`src/design/ppte_coef_ram.sv`:
```
// ----------------------------------------------------------------------------
// ppte_coef_ram: simple dual-port RAM
// One write port, one read port with registered read data.
// ----------------------------------------------------------------------------
module ppte_coef_ram #(
   parameter int DEPTH = 72,
   parameter int WIDTH = 64,
   parameter int AW    = $clog2(DEPTH)
) (
   input  logic             clock,
   input  logic             wr_en,
   input  logic [AW-1:0]    wr_addr,
   input  logic [WIDTH-1:0] wr_data,
   input  logic             rd_en,
   input  logic [AW-1:0]    rd_addr,
   output logic [WIDTH-1:0] rd_data
);

   logic [WIDTH-1:0] mem [DEPTH];
   logic [WIDTH-1:0] rd_data_ff;

   // Write and read
   always_ff @(posedge clock) begin
      if (wr_en) begin
         mem[wr_addr] <= wr_data;
      end
      if (rd_en) begin
         rd_data_ff <= mem[rd_addr];
      end
   end

   assign rd_data = rd_data_ff;

endmodule

```
`config.mk`:
```
export PLATFORM = sky130hd
export DESIGN_NAME = ppte_coef_ram
export DESIGN_NICKNAME = d
export VERILOG_FILES = /design/src/design/ppte_coef_ram.sv
export SDC_FILE = /design/constraint.sdc
export NUM_CORES = 2
export LEC_CHECK = 0
export BUFFER_PORTS_ARGS = -buffer_cell sky130_fd_sc_hd__clkbuf_2
export CAP_MARGIN = 20
export CORE_MARGIN = 2
export CORE_UTILIZATION = 40
export DETAILED_ROUTE_END_ITERATION = 8
export PLACE_DENSITY = 0.6
export SLEW_MARGIN = 10
export SYNTH_ARGS = -nofsm -noshare
export SYNTH_HDL_FRONTEND = slang
export SYNTH_MEMORY_MAX_BITS = 65536
export SYNTH_SLANG_ARGS = --single-unit
```
`constraint.sdc`:
```
create_clock -name clock -period 8.4 [get_ports clock]
set_input_delay 0.42 -clock clock [delete_from_list [all_inputs] [get_ports clock]]
set_output_delay 0.42 -clock clock [all_outputs]
set_load 0.03 [all_outputs]
```
# Word-level counts from Yosys, hierarchy flattened
# Memories as Yosys holds them, arrays and structs flattened. A register that Yosys moved wholly into a read port is not among the register bits.
# Index checks and enable logic that the tools add are counted.
[word_totals] ff_bits=0 latchBits=0 ramBits=4608 mem_bits_ro=0 output_inout_bits=64 elab_cells=3 memories=1
[mem_list] memory="mem" words=72 word_bits=64 read_ports=1 rd_clocked_by_memory_dff=1 write_ports=1 line_no="19" rtl="logic [WIDTH-1:0] mem [DEPTH];"
[classes] n_addsub=0 mul=0 div=0 magnitude_cmp=0 eq_ne=0 n_shift=0 muxes=2 n_bitwise=0 reduce_logical=0
[op_table] op="1-bit two-way mux" n=2

# Longest topological paths before layout
[logic_depth] word_depth=2 depth_mapped=11 ltp_nobuf=5

# Least setup slack after synthesis
# OpenSTA, ideal clock, no wires.
[synth_path] path_type="input to register" start="in wr_addr[5]" end="mem mem[24][0], enable pin" arrival_time_ns=5.273 required_ns=7.835 slack_ns=2.562 stages=4 n_path_buf=0 path_cell_list="nor2_1 > and3_1 > nand3b_1 > nor3_1"
[synth_rtl] item="start: declaration" line_no="12" rtl="input logic [AW-1:0] wr_addr,"
[synth_rtl] item="end: declaration" line_no="19"
# No word-level cell before the write port.

==> impl_metrics.py <==
metrics = {
    "routing": {
        "vias": 88640,
        "drt-pass1-iter-count": 6,
        "drtIter0Drc": 12400,
        "route.detailed.drc": 0,
        "antenna_left": 0,
        "wl_per_cell_um": 35.81,
        "wirelength_mm": 524.5,
        "via_per_inst": 6.051,
    },
    "layout": {
        "fill_cells": 36690,
        "drive_above_1_share_pct": 24.82,
        "multiInputGateArea_mm2": 0.03582,
        "ff_latch_area_mm2": 0.1403,
        "synthToLayoutAreaGrowth_pct": 13.66,
        "final_core_util_pct": 45.70,
        "final_cells": 14650,
        "fin_nets": 8444,
    },
    "place": {
        "placed_cells_incl_taps": 13770,
        "gp_congestion": 0.8047,
        "dp_hpwl_mm": 282.3,
        "portBuffers": 144,
    },
    "logic_synthesis": {
        "synth-main-ff-cell": "edfxtp_1",
        "yosysUniqueCellTypes": 36,
        "synth_edf_count": 4672,
        "ys_seq_area_share_pct": 78.93,
        "async_flop_share_pct": 0,
        "yosysWarnings": 0,
        "synth_seq_cells": 4672,
        "syn_nets": 7916,
        "synth_area_mm2": 0.1777,
        "syn-instance-count": 7835,
        "synth.avg_cell_area_um2": 22.69,
    },
    "sta": {
        "whs_ns": -0.02587,
        "rsz0062_at_grt": "no",
        "setup_violations": 0,
        "tightest_slew_ns": 1.253,
        "slew_violations": 0,
        "max_freq_mhz": 278.0,
        "final.setup_skew_ns": 0.07090,
        "setup_tns_ns": 0,
        "finalHoldViolations": 14,
        "min_period_ns": 3.597,
        "period_share_pct": 42.82,
        "relSlewSlack_pct": 16.48,
    },
    "critical_path": {
        "endpoint_kind": "register",
        "cp_common_cell": "buf_4",
        "path_cells": "buf_12 -> buf_4 -> buf_4 -> mux4_2 -> mux2i_1 -> o22ai_1 -> a2111oi_0 -> buf_4 -> nor4_1",
        "worst-path-max-fanout": 89,
        "rrSetupSlack_ns": 5.45,
        "crit_type": "in -> reg",
        "cp_data_arrival_time_ns": 4.36,
        "cp-start-kind": "input port",
        "reg2reg_depth": 6,
        "slowest_stage": "a2111oi_0",
        "crit_required_ns": 9.16,
        "slowest_delay_ns": 0.98,
    },
    "die": {
        "die_w_um": 670.6,
        "coreArea_mm2": 0.4421,
        "start_util_pct": 40.21,
        "fp.dieArea_mm2": 0.4497,
        "rows": 244,
        "io_pins": 145,
        "die_y_um": 670.6,
    },
    "global_route": {
        "overflow": 0,
        "grt_pass1_wl_mm": 720.2,
        "grt_max_degree": 108,
        "grt_pass1_vias": 87860,
        "track_usage_pct": 22.87,
        "antenna_found_initial": 32,
    },
    "cts": {
        "cts.sinks": 4672,
        "cts_buffer_depth": 4,
        "clkTransAtPathRegs_ns": 0.06,
        "cts-root-buf": "clkbuf_16",
        "post-cts-setup-buffer-count": 0,
        "clkLatencyLatePin_ns": 1.01,
        "cts_buffers": 450,
        "cts.htree.levels": 5,
        "cts_tree": "done",
    },
    "min_path": {
        "holdPathStages": 1,
        "min_path_type": "in -> reg",
    },
    "power_and_ir_drop": {
        "p_sw_share_pct": 21.70,
        "p_sw_mw": 10.32,
        "p_leak_nw": 63.82,
        "power_density_mw_per_mm2": 235.4,
        "power_frac_clock_pct": 41.1,
        "seqPwrFrac_pct": 54.3,
        "p_comb_share_pct": 4.6,
        "cellInternalPower_mw": 37.24,
        "ir_drop_uv": 192.1,
    },
    "status": {
        "outcome": "finished, violations left",
        "violations": "negative hold slack",
    },
    "job": {
        "maxCapViolations": 0,
    },
}
==> Yosys cell counts, types with 2 or more instances <==
| cell type | number | area (um^2) |
|---|---|---|
| mux4_2 | 924 | 20810 |
| buf_6 | 29 | 326.6 |
| o22a_1 | 9 | 78.83 |
| mux2_2 | 57 | 641.9 |
| a221oi_1 | 101 | 884.6 |
| and4b_1 | 5 | 50.05 |
| mux2i_1 | 717 | 7177 |
| buf_4 | 74 | 555.5 |
| o211ai_1 | 15 | 112.6 |
| buf_2 | 151 | 755.7 |
| nand2_1 | 149 | 559.3 |
| nor3_1 | 4 | 20.02 |
| or2_2 | 4 | 25.02 |
| nand2b_1 | 35 | 219.0 |
| a211oi_1 | 40 | 300.3 |
| a41oi_1 | 9 | 78.83 |
| nand3b_1 | 2 | 15.01 |
| o21ai_0 | 43 | 215.2 |
| nand3_1 | 18 | 90.09 |
| edfxtp_1 | 4672 | 140300 |
| nand4_1 | 11 | 68.82 |
| a2111oi_0 | 30 | 262.8 |
| a21oi_1 | 25 | 125.1 |
| o22ai_1 | 128 | 800.8 |
| clkbuf_1 | 167 | 626.9 |
| o211a_1 | 25 | 250.2 |
| nor2b_1 | 45 | 281.5 |
| a32oi_1 | 25 | 219.0 |
| a22oi_1 | 147 | 1104 |
| nor2_1 | 118 | 442.9 |
| o221ai_1 | 11 | 96.34 |
| buf_1 | 12 | 45.04 |
| nor4_1 | 30 | 187.7 |
==> kinds of logic after synthesis <==
family / Yosys count / share of synthesized area [%]
AOI/OAI and AO/OA: 608 / 2.548
buffers and inverters: 433 / 1.299
DFF: 4672 / 78.93
muxes: 1698 / 16.11
and+or+nand+nor: 424 / 1.116
==> layout make-up <==
class	instances	area share, %
Antenna cell	10	0.01239
Sequential cell	4672	69.44
Clock buffer	548	5.766
Clock inverter	276	1.190
Timing Repair Buffer	509	2.203
Multi-Input combinational cell	2730	17.73
Tap cell	5904	3.656
==> per-layer routing <==
| layer | vias to the layer above | wire length, um | GRT usage, % |
|---|---|---|---|
| li1 | 34500 | - | - |
| met1 | 48510 | 207200 | 32.00 |
| met2 | 4729 | 253600 | 37.11 |
| met3 | 889 | 44950 | 3.239 |
| met4 | 8 | 18700 | 7.593 |
| met5 | - | 53 | 0 |
==> sequential cells by signal, indices dropped and copies added, names as in the netlist <==
register and flops:
mem 4608, rd_data 64
==> critical path, delay by kind of cell <==
family	cells	cell delay (ns)
multiplexers	2	0.84
buffers and inverters	4	1.83
AND/OR/NAND/NOR	1	0.05
AO/OA/AOI/OAI	2	1.12
==> through the flow <==
step | area [um^2] | worst slack, ns | power, mW
global placement | 186800 | 3.517 | 28.46
CTS | 201400 | 4.830 | 47.77
global route | 202000 | 4.633 | 48.80
finish | 202000 | 4.803 | 47.57
detailed placement | 187300 | 3.773 | 28.52
floorplan | 177700 | 2.562 | 27.53
==> timing repair <==
item                                   in CTS  in global routing
endpoints found under the hold margin      84                294
gates resized for setup                     0                  0
setup endpoints to repair                   0                  0
hold buffers                                6                 18
==> cell usage in the layout, fill, tap and decap left out, types with 15 or more instances in the layout <==
master         instances
edfxtp_1            4672
mux4_2               924
mux2i_1              717
clkbuf_16            451
buf_4                274
a22oi_1              147
nand2_1              147
o22ai_1              128
clkinv_1             120
clkbuf_2             119
a221oi_1             101
clkbuf_1              97
clkinv_2              86
nor2_4                74
buf_12                62
mux2_2                57
o21ai_0               43
nor2b_1               42
nor2_1                42
a211oi_1              40
nand2b_1              31
nor4_1                28
a2111oi_0             26
bufinv_16             26
o211a_1               25
a21oi_1               25
a32oi_1               25
dlygate4sd3_1         24
buf_2                 17
nand3_1               16
o211ai_1              15
==> power groups by stage <==
stage | registers [mW] | clock network [mW] | logic [mW]
5_1_grt | 25.8 | 20.7 | 2.31
4_1_cts | 25.9 | 19.7 | 2.16
3_5_place_dp | 26.4 | 0 | 2.16
6_report | 25.8 | 19.5 | 2.19
2_1_floorplan | 26.4 | 0 | 1.16
3_3_place_gp | 26.4 | 0 | 2.11
==> path summary, 6_finish.rpt <==
kind	startpoint	end
worst max-delay path	rd_addr[0]	rd_data[27]
worst max register to register	mem[38][14]	rd_data[14]
worst min register to register	mem[32][21]	rd_data[21]
worst min-delay path	wr_data[44]	mem[8][44]
Power figures use the tool's default switching activity.
