### src/design/ppte_pkg.sv
// ----------------------------------------------------------------------------
// ppte_pkg: shared types and constants of the trajectory evaluator
// Table sizes, item codes, control bundles and the coefficient address map.
// ----------------------------------------------------------------------------
package ppte_pkg;

   // Trajectory shape
   localparam int NUM_SEGMENTS = 3;
   localparam int NUM_COEFFS   = 8;
   localparam int NUM_AXES     = 3;
   localparam int NUM_CHAINS   = 5;

   localparam int TBL_DEPTH = NUM_SEGMENTS * NUM_AXES * NUM_COEFFS;
   localparam int TBL_AW    = $clog2(TBL_DEPTH);
   localparam int PW_W      = $clog2(NUM_COEFFS);
   localparam int CH_W      = $clog2(NUM_CHAINS);

   // Field widths
   localparam int SEG_W  = 2;
   localparam int AXIS_W = 2;
   localparam int POW_W  = 3;
   localparam int KW     = 3;

   localparam int REQ_TDATA_W = 200;
   localparam int REQ_TUSER_W = 2;
   localparam int RSP_TDATA_W = 192;
   localparam int RSP_TUSER_W = 3;

   // Item kinds
   localparam logic [1:0] KIND_LOAD_COEF = 2'd0;
   localparam logic [1:0] KIND_LOAD_END  = 2'd1;
   localparam logic [1:0] KIND_ODOM      = 2'd2;

   // Horner chains, in evaluation order
   localparam logic [CH_W-1:0] CH_POS_X = 3'd0;
   localparam logic [CH_W-1:0] CH_POS_Y = 3'd1;
   localparam logic [CH_W-1:0] CH_VEL_X = 3'd2;
   localparam logic [CH_W-1:0] CH_VEL_Y = 3'd3;
   localparam logic [CH_W-1:0] CH_VEL_Z = 3'd4;

   localparam logic [63:0] I64_MAX = {1'b0, {63{1'b1}}};
   localparam logic [63:0] I64_MIN = {1'b1, {63{1'b0}}};
   localparam logic [31:0] I32_MAX = {1'b0, {31{1'b1}}};
   localparam logic [31:0] I32_MIN = {1'b1, {31{1'b0}}};

   // Segment end time write
   typedef struct packed {
      logic             en;
      logic [SEG_W-1:0] idx;
      logic [31:0]      value;
   } end_wr_type;

   // Segment search result
   typedef struct packed {
      logic [SEG_W-1:0] seg;
      logic             past;
      logic [31:0]      d;
   } seg_info_type;

   // Horner datapath strobes, one per step phase
   typedef struct packed {
      logic load;
      logic absv;
      logic mul_lo;
      logic mul_hi;
      logic rnd;
      logic acc_add;
   } horner_ctl_type;

   // Coefficient table address of (segment, axis, slot)
   function automatic logic [TBL_AW-1:0] coef_addr(input logic [SEG_W-1:0]  seg,
                                                   input logic [AXIS_W-1:0] axis,
                                                   input logic [PW_W-1:0]   pw);
      int unsigned a;
      a = (32'(seg) * NUM_AXES + 32'(axis)) * NUM_COEFFS + 32'(pw);
      return TBL_AW'(a);
   endfunction

endpackage

### src/design/ppte_seg_find.sv
// ----------------------------------------------------------------------------
// ppte_seg_find: segment end times and segment search
// Holds the end times and, after go, gives segment and in-segment time.
// ----------------------------------------------------------------------------
module ppte_seg_find
   import ppte_pkg::*;
(
   input  logic         clock,
   input  logic         reset,
   input  end_wr_type   end_wr,
   input  logic         go,
   input  logic [31:0]  t,
   output seg_info_type info
);

   logic [31:0]      end_ff [NUM_SEGMENTS];
   logic [31:0]      base [NUM_SEGMENTS];
   logic [SEG_W-1:0] seg_in, seg_ff;
   logic             past_in, past_ff;
   logic [31:0]      a_in, a_ff, b_in, b_ff;
   logic [31:0]      d_in, d_ff;
   logic             go_q_ff;

   // Segment start times: zero, then each previous end
   always_comb begin
      base[0] = '0;
      for (int i = 1; i < NUM_SEGMENTS; i++) begin
         base[i] = end_ff[i-1];
      end
   end

   // Pick segment: past the end holds the last one, else lowest match wins
   always_comb begin
      seg_in  = '0;
      past_in = 1'b0;
      a_in    = t;
      b_in    = '0;
      if (t >= end_ff[NUM_SEGMENTS-1]) begin
         seg_in  = SEG_W'(NUM_SEGMENTS - 1);
         past_in = 1'b1;
         a_in    = end_ff[NUM_SEGMENTS-1];
         b_in    = base[NUM_SEGMENTS-1];
      end else begin
         for (int i = NUM_SEGMENTS - 1; i >= 0; i--) begin
            if (t >= base[i] && t <= end_ff[i]) begin
               seg_in = SEG_W'(i);
               b_in   = base[i];
            end
         end
      end
   end

   // Clamped difference
   assign d_in = (a_ff >= b_ff) ? (a_ff - b_ff) : '0;

   always_ff @(posedge clock) begin
      if (reset) begin
         go_q_ff <= 1'b0;
      end else begin
         go_q_ff <= go;
      end
   end

   always_ff @(posedge clock) begin
      if (end_wr.en) begin
         end_ff[end_wr.idx] <= end_wr.value;
      end
      if (go) begin
         seg_ff  <= seg_in;
         past_ff <= past_in;
         a_ff    <= a_in;
         b_ff    <= b_in;
      end
      if (go_q_ff) begin
         d_ff <= d_in;
      end
   end

   assign info.seg  = seg_ff;
   assign info.past = past_ff;
   assign info.d    = d_ff;

endmodule

### config.mk
export PLATFORM = sky130hd
export DESIGN_NAME = ppte_seg_find
export DESIGN_NICKNAME = d
export VERILOG_FILES = /design/src/design/ppte_pkg.sv /design/src/design/ppte_seg_find.sv
export SDC_FILE = /design/constraint.sdc
export NUM_CORES = 1
export LEC_CHECK = 0
export ABC_AREA = 1
export BUFFER_PORTS_ARGS = -buffer_cell sky130_fd_sc_hd__buf_2
export CAP_MARGIN = 20
export CORE_AREA = 10 10 166 168
export CTS_CLUSTER_SIZE = 24
export DETAILED_ROUTE_END_ITERATION = 8
export DIE_AREA = 0 0 176 178
export GPL_TIMING_DRIVEN = 1
export PLACE_DENSITY = 0.69
export SYNTH_ARGS = -nofsm -noshare
export SYNTH_HDL_FRONTEND = slang
export SYNTH_SLANG_ARGS = --single-unit
### constraint.sdc
create_clock -name clock -period 2.63 [get_ports clock]
set_input_delay 0 -clock clock [delete_from_list [all_inputs] [get_ports clock]]
set_output_delay 0 -clock clock [all_outputs]
set_load 0.1 [all_outputs]
# [Word-level counts from Yosys, hierarchy flattened]
# Memory sizes are Yosys's and may differ from the RTL's.
# Cells that the tools add are included.
[op_classes] n_addsub=1 n_lt_le_gt_ge=8 mux=11 reduce_logical=4
[op_table] operator="$mux 32" count=5
[op_table] operator="$ge 32x32->1" count=4
[op_table] operator="$le 32x32->1" count=3
[op_table] operator="$ge 32x1->1 const B" count=1
[op_table] operator="$sub 32x32->32" count=1
[op_table] operator="$mux 2" count=3
[op_table] operator="$logic_and 1x1->1" count=3
[op_table] operator="$mux 1" count=3
[op_table] operator="$reduce_or 2->1" count=1
[totals] reg_bits=100 ramBits=96 input_bits=70 output_inout_bits=35 word_cells=32 mem_count=1
[memory_table] name="end_ff" depth=3 word_bits=32 rd=3 rd_ports_with_merged_regs=0 write_ports=1 line_no="ppte_seg_find.sv:16" text="logic [31:0] end_ff [NUM_SEGMENTS];"

# [Depth between registers and ports, before layout]
# An unclocked memory read counts as a cell.
[logic_depth] ltp_word=7 depth_mapped=21

# [Worst setup path after synthesis]
# Ideal clock, no wire load.
[synth_path] path_type="input to register" startpoint="input port end_wr[33] (netlist bit)" endpoint="memory end_ff[0][0] (enable)" setup_ns=0.461 arrival_time_ns=2.280 path_slack_ns=-0.111 stages=1 path_buffers=0 path_cell_list="nor3_1"
[synth_lines] item="from (decl)" line_no="ppte_seg_find.sv:10" text="input end_wr_type end_wr,"
[synth_lines] item="to (decl)" line_no="ppte_seg_find.sv:16"
# No word-level cell before the write port.

==> impl_metrics.py <==
metrics = {
    "die": {
        "start_util_pct": 47.7,
        "rows": 57,
        "die_h_um": 178,
        "ioPinCount": 105,
        "die_x_um": 176,
        "core-area_um2": 24100,
        "die-area_um2": 31300,
    },
    "yosys": {
        "synth.area.top_cells": "edfxtp_1 51%, ha_1 14%, nand2_1 11%",
        "ys_seq_elements": 196,
        "synth.distinct_cells": 39,
        "synth_most_common_cell": "nand2_1",
        "synthesis.area_um2": 11500,
        "yosysWarnings": 0,
        "synth.yosys.seq_area_share_pct": 51.1,
        "syn_avg_cell_area_um2": 9.39,
        "synth.largest_area_cell": "edfxtp_1",
        "synthArstFlopShare_pct": 0,
        "ys_top_cells_by_count": "330 x nand2_1, 217 x inv_1, 195 x edfxtp_1",
        "syn_inst": 1225,
        "synth_ff_type": "edfxtp_1",
        "syn_nets": 1424,
        "synth_edf_count": 195,
        "synth.top_cell.area_share_pct": 50.9,
    },
    "clock_tree": {
        "htree_levels": 4,
        "cts_root_buf": "clkbuf_16",
        "numCtsBuffers": 17,
        "clockBufferDepth": 2,
        "clock_sinks": 196,
        "cts_tree": "built",
        "clock_latency_ps": 430,
        "clk_pin_slew_ps": 70,
    },
    "global_routing": {
        "grt_max_degree": 69,
        "overflow": 0,
        "grt_pass1_wl_um": 44100,
        "antenna_found_initial": 0,
        "first_global_vias": 8820,
        "grtUsageTotal_pct": 17.6,
    },
    "place": {
        "dpl.hpwl_um": 21000,
        "pre_cts_slack_ps": 25.8,
        "io_buffers": 104,
        "gp_congestion": 0.934,
        "place_inst": 1658,
    },
    "layout": {
        "antenna_cells": 0,
        "fin_util_pct": 56.8,
        "instances_no_fill": 1749,
        "syn_to_final_growth_pct": 19.0,
        "drive_above_1_share_pct": 13.1,
        "finalNetCount": 1611,
        "fillers": 2144,
    },
    "timing": {
        "min_period_ps": 2550,
        "skew_ps": 8.78,
        "slew_headroom_pct": 39.5,
        "worst_slew_pin_slew_ps": 907,
        "max_freq_mhz": 392,
        "min_period_over_period_pct": 97.0,
        "slew_violations": 0,
        "setup_ws_ps": 79.7,
        "setup_viol": 0,
        "final-hold-violation-count": 0,
    },
    "worst_setup_path": {
        "cp.required_ps": 2810,
        "cp-end-kind": "register",
        "arrival_ps": 2730,
        "critPathMaxFanout": 32,
        "worstSetupPathType": "register to register",
        "startpoint_type": "register",
    },
    "pwr": {
        "vdd_ir_drop_max_mv": 0.428,
        "power_density_nw_per_um2": 616,
        "p_total_uw": 8430,
        "p_leak_uw": 0.00650,
    },
    "detailed_routing": {
        "drt-initial-drc-count": 695,
        "wl_um": 27400,
        "routedWlPerCell_um": 15.6,
        "vias_per_cell": 5.01,
        "drcViolationCount": 0,
        "antenna_left": 0,
        "dr.pass1.iters": 5,
        "vias": 8766,
    },
    "run": {
        "cap_violations": 0,
    },
    "status": {
        "outcome": "finished, final reports clean",
    },
    "worst_hold_path": {
        "hp-class": "input port to register",
    },
}
==> routing by layer <==
metal	wire length (um)	global-route usage (%)	part of all wire [%]
met5	0	0	0
met4	473	4.95	1.7
met3	1850	3.57	6.8
met2	12600	28.3	46
met1	12400	23.6	45
==> cells in the final DEF (no fill, tap or decap), types with 5 or more instances in the layout <==
cell	count
o21a_1	8
buf_4	19
o21ai_2	5
edfxtp_1	195
buf_2	104
xor2_1	13
nand4_1	16
nand2_2	5
a21oi_1	79
clkbuf_16	18
nand3_1	20
xnor2_1	6
nor2_1	77
o21ai_0	61
ha_1	128
nand2_1	330
inv_1	217
nor3_1	7
dlygate4sd3_1	56
a21o_1	6
==> sequential cells by signal, summed over array words and instances, names as in the netlist <==
name and cells:
a_ff 32, d_ff 32, b_ff 32, past_ff 1, seg_ff 2, go_q_ff 1
end_ff 96
==> area by class of cell <==
cell class	count	area [um^2]	area share, %
clock inverter	15	108	0.786
timing repair buffer	184	1320	9.64
tap	324	405	2.96
inverter	218	818	5.98
multi-input combinational	795	4740	34.6
sequential	196	5880	42.9
clock buffer	17	425	3.11
==> worst paths after layout <==
kind / start / to / slack (ps) / cells past startpoint
worst min register to register: end_ff[1][28]$_DFFE_PP_ / b_ff[28]$_DFFE_PP_ / 540 / 2
worst max register to register: end_ff[2][9]$_DFFE_PP_ / b_ff[5]$_DFFE_PP_ / 80 / 16
worst min-delay path: t[5] / a_ff[5]$_DFFE_PP_ / 9 / 3
worst max-delay path: end_ff[2][9]$_DFFE_PP_ / b_ff[5]$_DFFE_PP_ / 80 / 16
==> kinds of logic after synthesis <==
family | after synthesis | share of synthesized area (%)
AOI/OAI and AO/OA | 173 | 8.28
xor gates and xnor gates | 19 | 1.45
adders and majority gates | 129 | 14.1
buffers and inverters | 234 | 8.10
DFF | 196 | 51.1
and+or+nand+nor | 474 | 17.0
==> repair_timing <==
| action | in CTS | in global routing |
|---|---|---|
| gates resized for setup | 0 | 6 |
| pin swaps | 1 | 2 |
| endpoints found under the setup margin | 1 | 40 |
| cloned | 0 | 1 |
| hold buffers | 56 | 0 |
| buffers inserted | 1 | 1 |
| hold endpoints to repair | 120 | 0 |
==> worst max-delay path, cell delays in order (launching register included) <==
cell and delay [ps]:
edfxtp_1 390, inv_1 90, ha_1 240, nand2_1 80, nand2_1 50, nand3_1 70
nand2_1 100, a21oi_2 200, nand2_1 90, nand2_1 120, nand3_4 120, inv_2 130
buf_12 200, nand2_2 100, buf_4 180, nand2_1 60, nand2_1 80
==> through the flow <==
step	instance area, um^2	setup TNS, ps	hold slack [ps]
4_1_cts	13600	0	3.90
3_3_place_gp	12500	0	164
3_5_place_dp	12500	0	166
6_report	13700	0	9.09
2_1_floorplan	11500	0	71.2
5_1_grt	13700	-39.0	12.5
==> power by group <==
| group | switching (uW) | total [uW] | internal (uW) |
|---|---|---|---|
| registers | 84.7 | 3820 | 3730 |
| logic | 1510 | 2230 | 720 |
| clock network | 1170 | 2380 | 1210 |
No activity file was read; power rests on OpenSTA's default activity.
