### src/design/ppte_pkg.sv
// ----------------------------------------------------------------------------
// ppte_pkg: shared types and constants of the trajectory evaluator
// Table sizes, item codes, control bundles and the coefficient address map.
// ----------------------------------------------------------------------------
package ppte_pkg;

   // Trajectory shape
   localparam int NUM_SEGMENTS = 3;
   localparam int NUM_COEFFS   = 8;
   localparam int NUM_AXES     = 3;
   localparam int NUM_CHAINS   = 5;

   localparam int TBL_DEPTH = NUM_SEGMENTS * NUM_AXES * NUM_COEFFS;
   localparam int TBL_AW    = $clog2(TBL_DEPTH);
   localparam int PW_W      = $clog2(NUM_COEFFS);
   localparam int CH_W      = $clog2(NUM_CHAINS);

   // Field widths
   localparam int SEG_W  = 2;
   localparam int AXIS_W = 2;
   localparam int POW_W  = 3;
   localparam int KW     = 3;

   localparam int REQ_TDATA_W = 200;
   localparam int REQ_TUSER_W = 2;
   localparam int RSP_TDATA_W = 192;
   localparam int RSP_TUSER_W = 3;

   // Item kinds
   localparam logic [1:0] KIND_LOAD_COEF = 2'd0;
   localparam logic [1:0] KIND_LOAD_END  = 2'd1;
   localparam logic [1:0] KIND_ODOM      = 2'd2;

   // Horner chains, in evaluation order
   localparam logic [CH_W-1:0] CH_POS_X = 3'd0;
   localparam logic [CH_W-1:0] CH_POS_Y = 3'd1;
   localparam logic [CH_W-1:0] CH_VEL_X = 3'd2;
   localparam logic [CH_W-1:0] CH_VEL_Y = 3'd3;
   localparam logic [CH_W-1:0] CH_VEL_Z = 3'd4;

   localparam logic [63:0] I64_MAX = {1'b0, {63{1'b1}}};
   localparam logic [63:0] I64_MIN = {1'b1, {63{1'b0}}};
   localparam logic [31:0] I32_MAX = {1'b0, {31{1'b1}}};
   localparam logic [31:0] I32_MIN = {1'b1, {31{1'b0}}};

   // Segment end time write
   typedef struct packed {
      logic             en;
      logic [SEG_W-1:0] idx;
      logic [31:0]      value;
   } end_wr_type;

   // Segment search result
   typedef struct packed {
      logic [SEG_W-1:0] seg;
      logic             past;
      logic [31:0]      d;
   } seg_info_type;

   // Horner datapath strobes, one per step phase
   typedef struct packed {
      logic load;
      logic absv;
      logic mul_lo;
      logic mul_hi;
      logic rnd;
      logic acc_add;
   } horner_ctl_type;

   // Coefficient table address of (segment, axis, slot)
   function automatic logic [TBL_AW-1:0] coef_addr(input logic [SEG_W-1:0]  seg,
                                                   input logic [AXIS_W-1:0] axis,
                                                   input logic [PW_W-1:0]   pw);
      int unsigned a;
      a = (32'(seg) * NUM_AXES + 32'(axis)) * NUM_COEFFS + 32'(pw);
      return TBL_AW'(a);
   endfunction

endpackage

### src/design/ppte_horner.sv
// ----------------------------------------------------------------------------
// ppte_horner: one Horner step unit in Q16.48
// Saturating multiply by Q16.16 time over two passes of a 32x32 multiplier,
// then a saturating add of the (optionally scaled) coefficient.
// ----------------------------------------------------------------------------
module ppte_horner
   import ppte_pkg::*;
(
   input  logic           clock,
   input  horner_ctl_type ctl,
   input  logic [KW-1:0]  k,
   input  logic [31:0]    d,
   input  logic [63:0]    coef,
   output logic [63:0]    acc
);

   logic [63:0] acc_ff, mag_ff, term_ff, plo_ff, phi_ff, r_ff;
   logic        neg_ff;
   logic [63:0] scaled, mag_in, rsum, r_in, add_in;
   logic [31:0] mul_a;
   logic [63:0] prod;
   logic [64:0] sum_in;
   logic [67:0] kprod;

   // Coefficient times k, saturated to 64 bits
   always_comb begin
      kprod = $signed({{4{coef[63]}}, coef}) * $signed({65'd0, k});
      if (kprod[67:63] == '0 || kprod[67:63] == '1) begin
         scaled = kprod[63:0];
      end else begin
         scaled = kprod[67] ? I64_MIN : I64_MAX;
      end
   end

   // Shared unsigned multiplier: low half, then high half of the magnitude
   assign mul_a = ctl.mul_hi ? mag_ff[63:32] : mag_ff[31:0];
   assign prod  = {32'd0, mul_a} * {32'd0, d};

   assign mag_in = acc_ff[63] ? (~acc_ff + 64'd1) : acc_ff;

   // Drop 16 fraction bits, saturate magnitude
   assign rsum = {phi_ff[46:0], 16'd0} + {16'd0, plo_ff[63:16]};
   assign r_in = (phi_ff[63:47] != '0 || rsum[63]) ? I64_MAX : rsum;

   // Apply sign and add term, saturate
   always_comb begin
      sum_in = {term_ff[63], term_ff} + ({1'b0, r_ff} ^ {65{neg_ff}}) + {64'd0, neg_ff};
      if (sum_in[64] != sum_in[63]) begin
         add_in = sum_in[64] ? I64_MIN : I64_MAX;
      end else begin
         add_in = sum_in[63:0];
      end
   end

   always_ff @(posedge clock) begin
      if (ctl.load) begin
         acc_ff <= scaled;
      end
      if (ctl.absv) begin
         neg_ff <= acc_ff[63];
         mag_ff <= mag_in;
      end
      if (ctl.mul_lo) begin
         plo_ff  <= prod;
         term_ff <= scaled;
      end
      if (ctl.mul_hi) begin
         phi_ff <= prod;
      end
      if (ctl.rnd) begin
         r_ff <= r_in;
      end
      if (ctl.acc_add) begin
         acc_ff <= add_in;
      end
   end

   assign acc = acc_ff;

endmodule

### config.mk
export PLATFORM = sky130hd
export DESIGN_NAME = ppte_horner
export DESIGN_NICKNAME = d
export VERILOG_FILES = /design/src/design/ppte_pkg.sv /design/src/design/ppte_horner.sv
export SDC_FILE = /design/constraint.sdc
export NUM_CORES = 2
export LEC_CHECK = 0
export ABC_AREA = 0
export BUFFER_PORTS_ARGS = -buffer_cell sky130_fd_sc_hd__buf_4
export CAP_MARGIN = 0
export CORE_MARGIN = 2
export CORE_UTILIZATION = 45
export DETAILED_ROUTE_END_ITERATION = 10
export GPL_TIMING_DRIVEN = 0
export PLACE_DENSITY = 0.58
export SLEW_MARGIN = 25
export SYNTH_ARGS = -nofsm -noshare
export SYNTH_HDL_FRONTEND = slang
export SYNTH_SLANG_ARGS = --single-unit
### constraint.sdc
create_clock -name clock -period 10.7 [get_ports clock]
set_input_delay 1.605 -clock clock [delete_from_list [all_inputs] [get_ports clock]]
set_output_delay 1.605 -clock clock [all_outputs]
set_load 0.1 [all_outputs]
# Yosys cells after proc, flatten, opt, wreduce, memory -nomap -nowiden
# Index checks and enable logic that the tools add are counted.
[totals]
reg_bits = 385
in_bits = 106
out_inout_bits = 64
wordCells = 31
[op_classes]
add_sub_neg = 4
multipliers = 2
n_eq_ne = 2
mux = 8
bitwise = 2
n_reduce_logical = 5
[ops]
columns = ["cell", "n"]
rows = [
  ["64-bit 2-to-1 mux", 6],
  ["64-bit by 4-bit multiplier with 68-bit output", 1],
  ["65-bit by 1-bit adder with 65-bit output", 1],
  ["65-bit adder", 1],
  ["64-bit by 65-bit bitwise XOR with 65-bit output", 1],
  ["63-bit by 48-bit adder with 64-bit output", 1],
  ["64-bit by 1-bit adder with 64-bit output (second input constant)", 1],
  ["32-bit by 32-bit multiplier with 64-bit output", 1],
  ["64-bit NOT", 1],
  ["63-bit 2-to-1 mux", 1],
  ["32-bit 2-to-1 mux", 1],
  ["17-bit nonzero test", 1],
  ["5-bit equality test (second input constant)", 1],
  ["5-bit logical NOT", 1],
  ["1-bit logical OR", 2],
  ["2-bit nonzero test", 1],
  ["1-bit inequality test", 1],
]

# Depth between registers and ports, before layout
[logic_depth]
word_depth = 6
mapped_depth = 33
mapped_depth_nobuf = 30

# Worst setup path after synthesis
# OpenSTA, ideal clock, no wires.
[synth_path]
path_kind = "input to register"
startpoint = "input port ctl[2] (netlist name)"
endpoint = "register phi_ff[58], data pin"
setup_time_ns = 0.140
t_arrival_ns = 9.561
required_time_ns = 10.560
path_slack_ns = 0.999
path_stages = 28
path_buffers = 3
path_cell_list = "clkbuf_1 buf_1 mux2_2 clkbuf_1 and2_1 fa_1 inv_1 fa_1 fa_1 fa_1 inv_1 fa_1 fa_1 fa_1 inv_1 fa_1 inv_1 ha_1 nand2_1 nor4_1 nand3_1 o211ai_1 nor2_1 o22ai_1 o21ai_0 o31a_1 or4b_2 nand3_1"
[synth_via]
elab_chain_cells = 2
[synth_rtl]
columns = ["item", "line_no", "rtl"]
rows = [
  ["from (decl)", "ppte_horner.sv:10", "input horner_ctl_type ctl,"],
  ["32-bit 2-to-1 mux", "ppte_horner.sv:36", "assign mul_a = ctl.mul_hi ? mag_ff[63:32] : mag_ff[31:0];"],
  ["32-bit by 32-bit multiplier with 64-bit output", "ppte_horner.sv:37", "assign prod = {32'd0, mul_a} * {32'd0, d};"],
  ["named net prod[58]", "ppte_horner.sv:21", "logic [63:0] prod;"],
  ["to (signal assigned)", "ppte_horner.sv:68", "phi_ff <= prod;"],
  ["to (decl)", "ppte_horner.sv:17", "logic [63:0] acc_ff, mag_ff, term_ff, plo_ff, phi_ff, r_ff;"],
]
# The timed path passes the listed nets, and every way through them passes these cells.
# A chain may end at the register's enable or synchronous reset.

# Worst setup path after layout
[layout_path]
startpoint = "input port ctl[2] (netlist name)"
endpoint = "register phi_ff[59], data pin"
# Same word-level chain as after synthesis.

==> impl_metrics.py <==
metrics = {
    "outcome": {
        "outcome": "completed",
    },
    "critical_path": {
        "cp.required_ps": 11020,
        "max_stage_delay_ps": 690,
        "endpoint_kind": "flop",
        "startpoint": "ctl[2]",
        "startpoint_type": "primary input",
        "cpMostUsedCell": "fa_1",
        "r2r-start": "mag_ff[49]",
        "arrival_ps": 10760,
        "cp_max_fo": 35,
        "r2r_slack_ps": 1470,
        "worstSetupPathType": "primary input to flop",
        "crit_slowest_cell": "clkbuf_1",
    },
    "logic_synthesis": {
        "ys_warn_count": 0,
        "synth-seq-cells": 369,
        "synth_top_cell_by_area": "fa_1",
        "synth_area_leaders": "fa_1 31%, edfxtp_1 18%, ha_1 10%",
        "yosysMostFrequentCell": "inv_1",
        "synth_edf_count": 369,
        "ys.flop_type": "edfxtp_1",
        "synth_common_cells": "1,180 x inv_1, 962 x fa_1, 823 x nand2_1, 749 x and2_1, 492 x ha_1",
        "syn_avg_cell_area_um2": 9.22,
        "syn_inst": 6707,
        "syn_nets": 8267,
        "synth_top_area_frac": 0.311,
        "netlist_area_um2": 61800,
        "ys_seq_area_frac": 0.179,
        "async_flop_share": 0,
        "ys_types": 79,
    },
    "die": {
        "die_area_um2": 140000,
        "die_h_um": 375,
        "start_util": 0.451,
        "io_pins": 170,
        "core_area_um2": 137000,
        "rows": 136,
        "die_w_um": 375,
    },
    "flow_run": {
        "drv_cap": 0,
    },
    "route": {
        "post_drt_wl_per_cell_um": 24.8,
        "drc": 0,
        "dr.pass1.iters": 6,
        "vias": 49100,
        "drtAntennaViolNets": 0,
        "vias_per_cell": 5.62,
        "drt_iter0_drc": 5254,
        "drt_wl_total_um": 217000,
    },
    "worst_hold_path": {
        "holdCritPathClass": "flop to flop",
        "hp-start": "plo_ff[17]",
    },
    "global_routing": {
        "grt_start_max_net_pins": 70,
        "grt_antenna_before_repair": 25,
        "grt_usage": 0.310,
        "grt_pass1_vias": 48700,
        "grt_pass1_wl_um": 320000,
        "overflow": 0,
    },
    "final_layout": {
        "syn_to_final_growth_pct": 7.99,
        "layout-drive-gt1-share": 0.0519,
        "fin_util": 0.487,
        "finalNetCount": 8474,
    },
    "clock_tree": {
        "clockBufferDepth": 3,
        "insertion_delay_ps": 590,
        "cts_tree": "done",
        "path_clk_slew_ps": 60,
        "cts-htree-levels": 2,
        "cts-root-buf": "clkbuf_16",
        "cts.sinks": 369,
        "cts_hold_repair.buffers": 0,
        "numCtsBuffers": 37,
    },
    "sta": {
        "max_slew_margin": 0.255,
        "setup_viol": 0,
        "timing.fmax_mhz": 95.8,
        "worstMarginPinSlew_ps": 1120,
        "period_minus_slack_ps": 10440,
        "holdWs_ps": 500,
        "post-route-period-util": 0.975,
        "grt_setup_unrepaired": "no",
        "hold_viol": 0,
        "finalMaxSlewViolations": 0,
        "worst_clock_skew_ps": 33.1,
    },
    "placed_design": {
        "hpwl_um": 188000,
        "place.gp.congestion": 1.01,
        "port-buffer-count": 165,
    },
}
-- cells by family (layout without fill, tap and decap cells) --
logic type,Yosys count,count (layout),share of synthesized area
adders and majority gates,1459,1459,0.412
buffers and inverters,1526,1760,0.0931
and+or+nand+nor,2060,2060,0.169
xor gates and xnor gates,328,328,0.0465
DFF,369,369,0.179
other,1,8,0.0000606
muxes,40,40,0.00716
AOI/OAI and AO/OA,924,924,0.0935
-- worst max-delay path, delay by kind of cell --
family | cells | cell delay, ps
mux | 1 | 360
compound gates | 8 | 2210
xor+xnor | 1 | 150
fa+ha+maj | 9 | 4610
buf+inv | 6 | 1300
simple gates | 3 | 440
-- layout make-up --
| cell class | instances | area [µm²] |
|---|---|---|
| Fill cell | 13200 | 70200 |
| Multi-Input combinational cell | 4812 | 45100 |
| Sequential cell | 369 | 11100 |
| Inverter | 1181 | 4430 |
| Tap cell | 1794 | 2240 |
| Buffer | 344 | 1400 |
| Timing Repair Buffer | 169 | 1340 |
| Clock buffer | 45 | 956 |
| Clock inverter | 21 | 239 |
| Antenna cell | 7 | 17.5 |
-- state kept, by name, summed over array words and instances (netlist names) --
signal / flops
r_ff: 64
phi_ff: 64
acc: 64
mag_ff: 64
term_ff: 64
plo_ff: 48
neg_ff: 1
-- worst paths after layout --
kind         cells after the start         end
max                             28  phi_ff[59]
min                              1     r_ff[1]
max reg2reg                     26  phi_ff[59]
min reg2reg                      1     r_ff[1]
-- per-stage QoR --
step	setup TNS (ps)	instances	setup slack (ps)	instance area (µm²)
final	0	8742	265	66800
after global routing	0	8735	118	66800
after CTS	0	8734	38.2	66700
after detailed placement	-115330	8669	-2240	65400
after global placement	-114000	8666	-2210	65300
after floorplan	0	6707	999	61800
-- what timing repair did --
item / 4_1_cts / 5_1_grt
setup endpoints to repair: 84 / 26
cloned: 0 / 1
buffers inserted: 0 / 0
resized for setup: 45 / 39
-- cell usage in the layout, fill, tap and decap left out, types with 38 or more instances in the layout --
cell,instances
clkbuf_1,282
buf_4,167
nand2_1,823
fa_1,962
nor2_1,133
clkbuf_2,45
o31ai_1,38
a21oi_1,334
nor3_1,47
nand3_1,60
edfxtp_1,369
inv_1,1180
nand4_1,65
and2_1,749
o21ai_0,174
xor2_1,137
nand2b_1,42
ha_1,492
a21o_1,124
clkbuf_16,38
xnor2_1,190
-- per-layer routing --
metal / part of all wire / global-route usage
met5: 0.000060 / 0
met4: 0.035 / 0.0943
met3: 0.097 / 0.0593
met2: 0.43 / 0.465
met1: 0.44 / 0.454
Power is not shown: default switching activity piles up to over one toggle a cycle in this logic, so the estimate is an artifact.
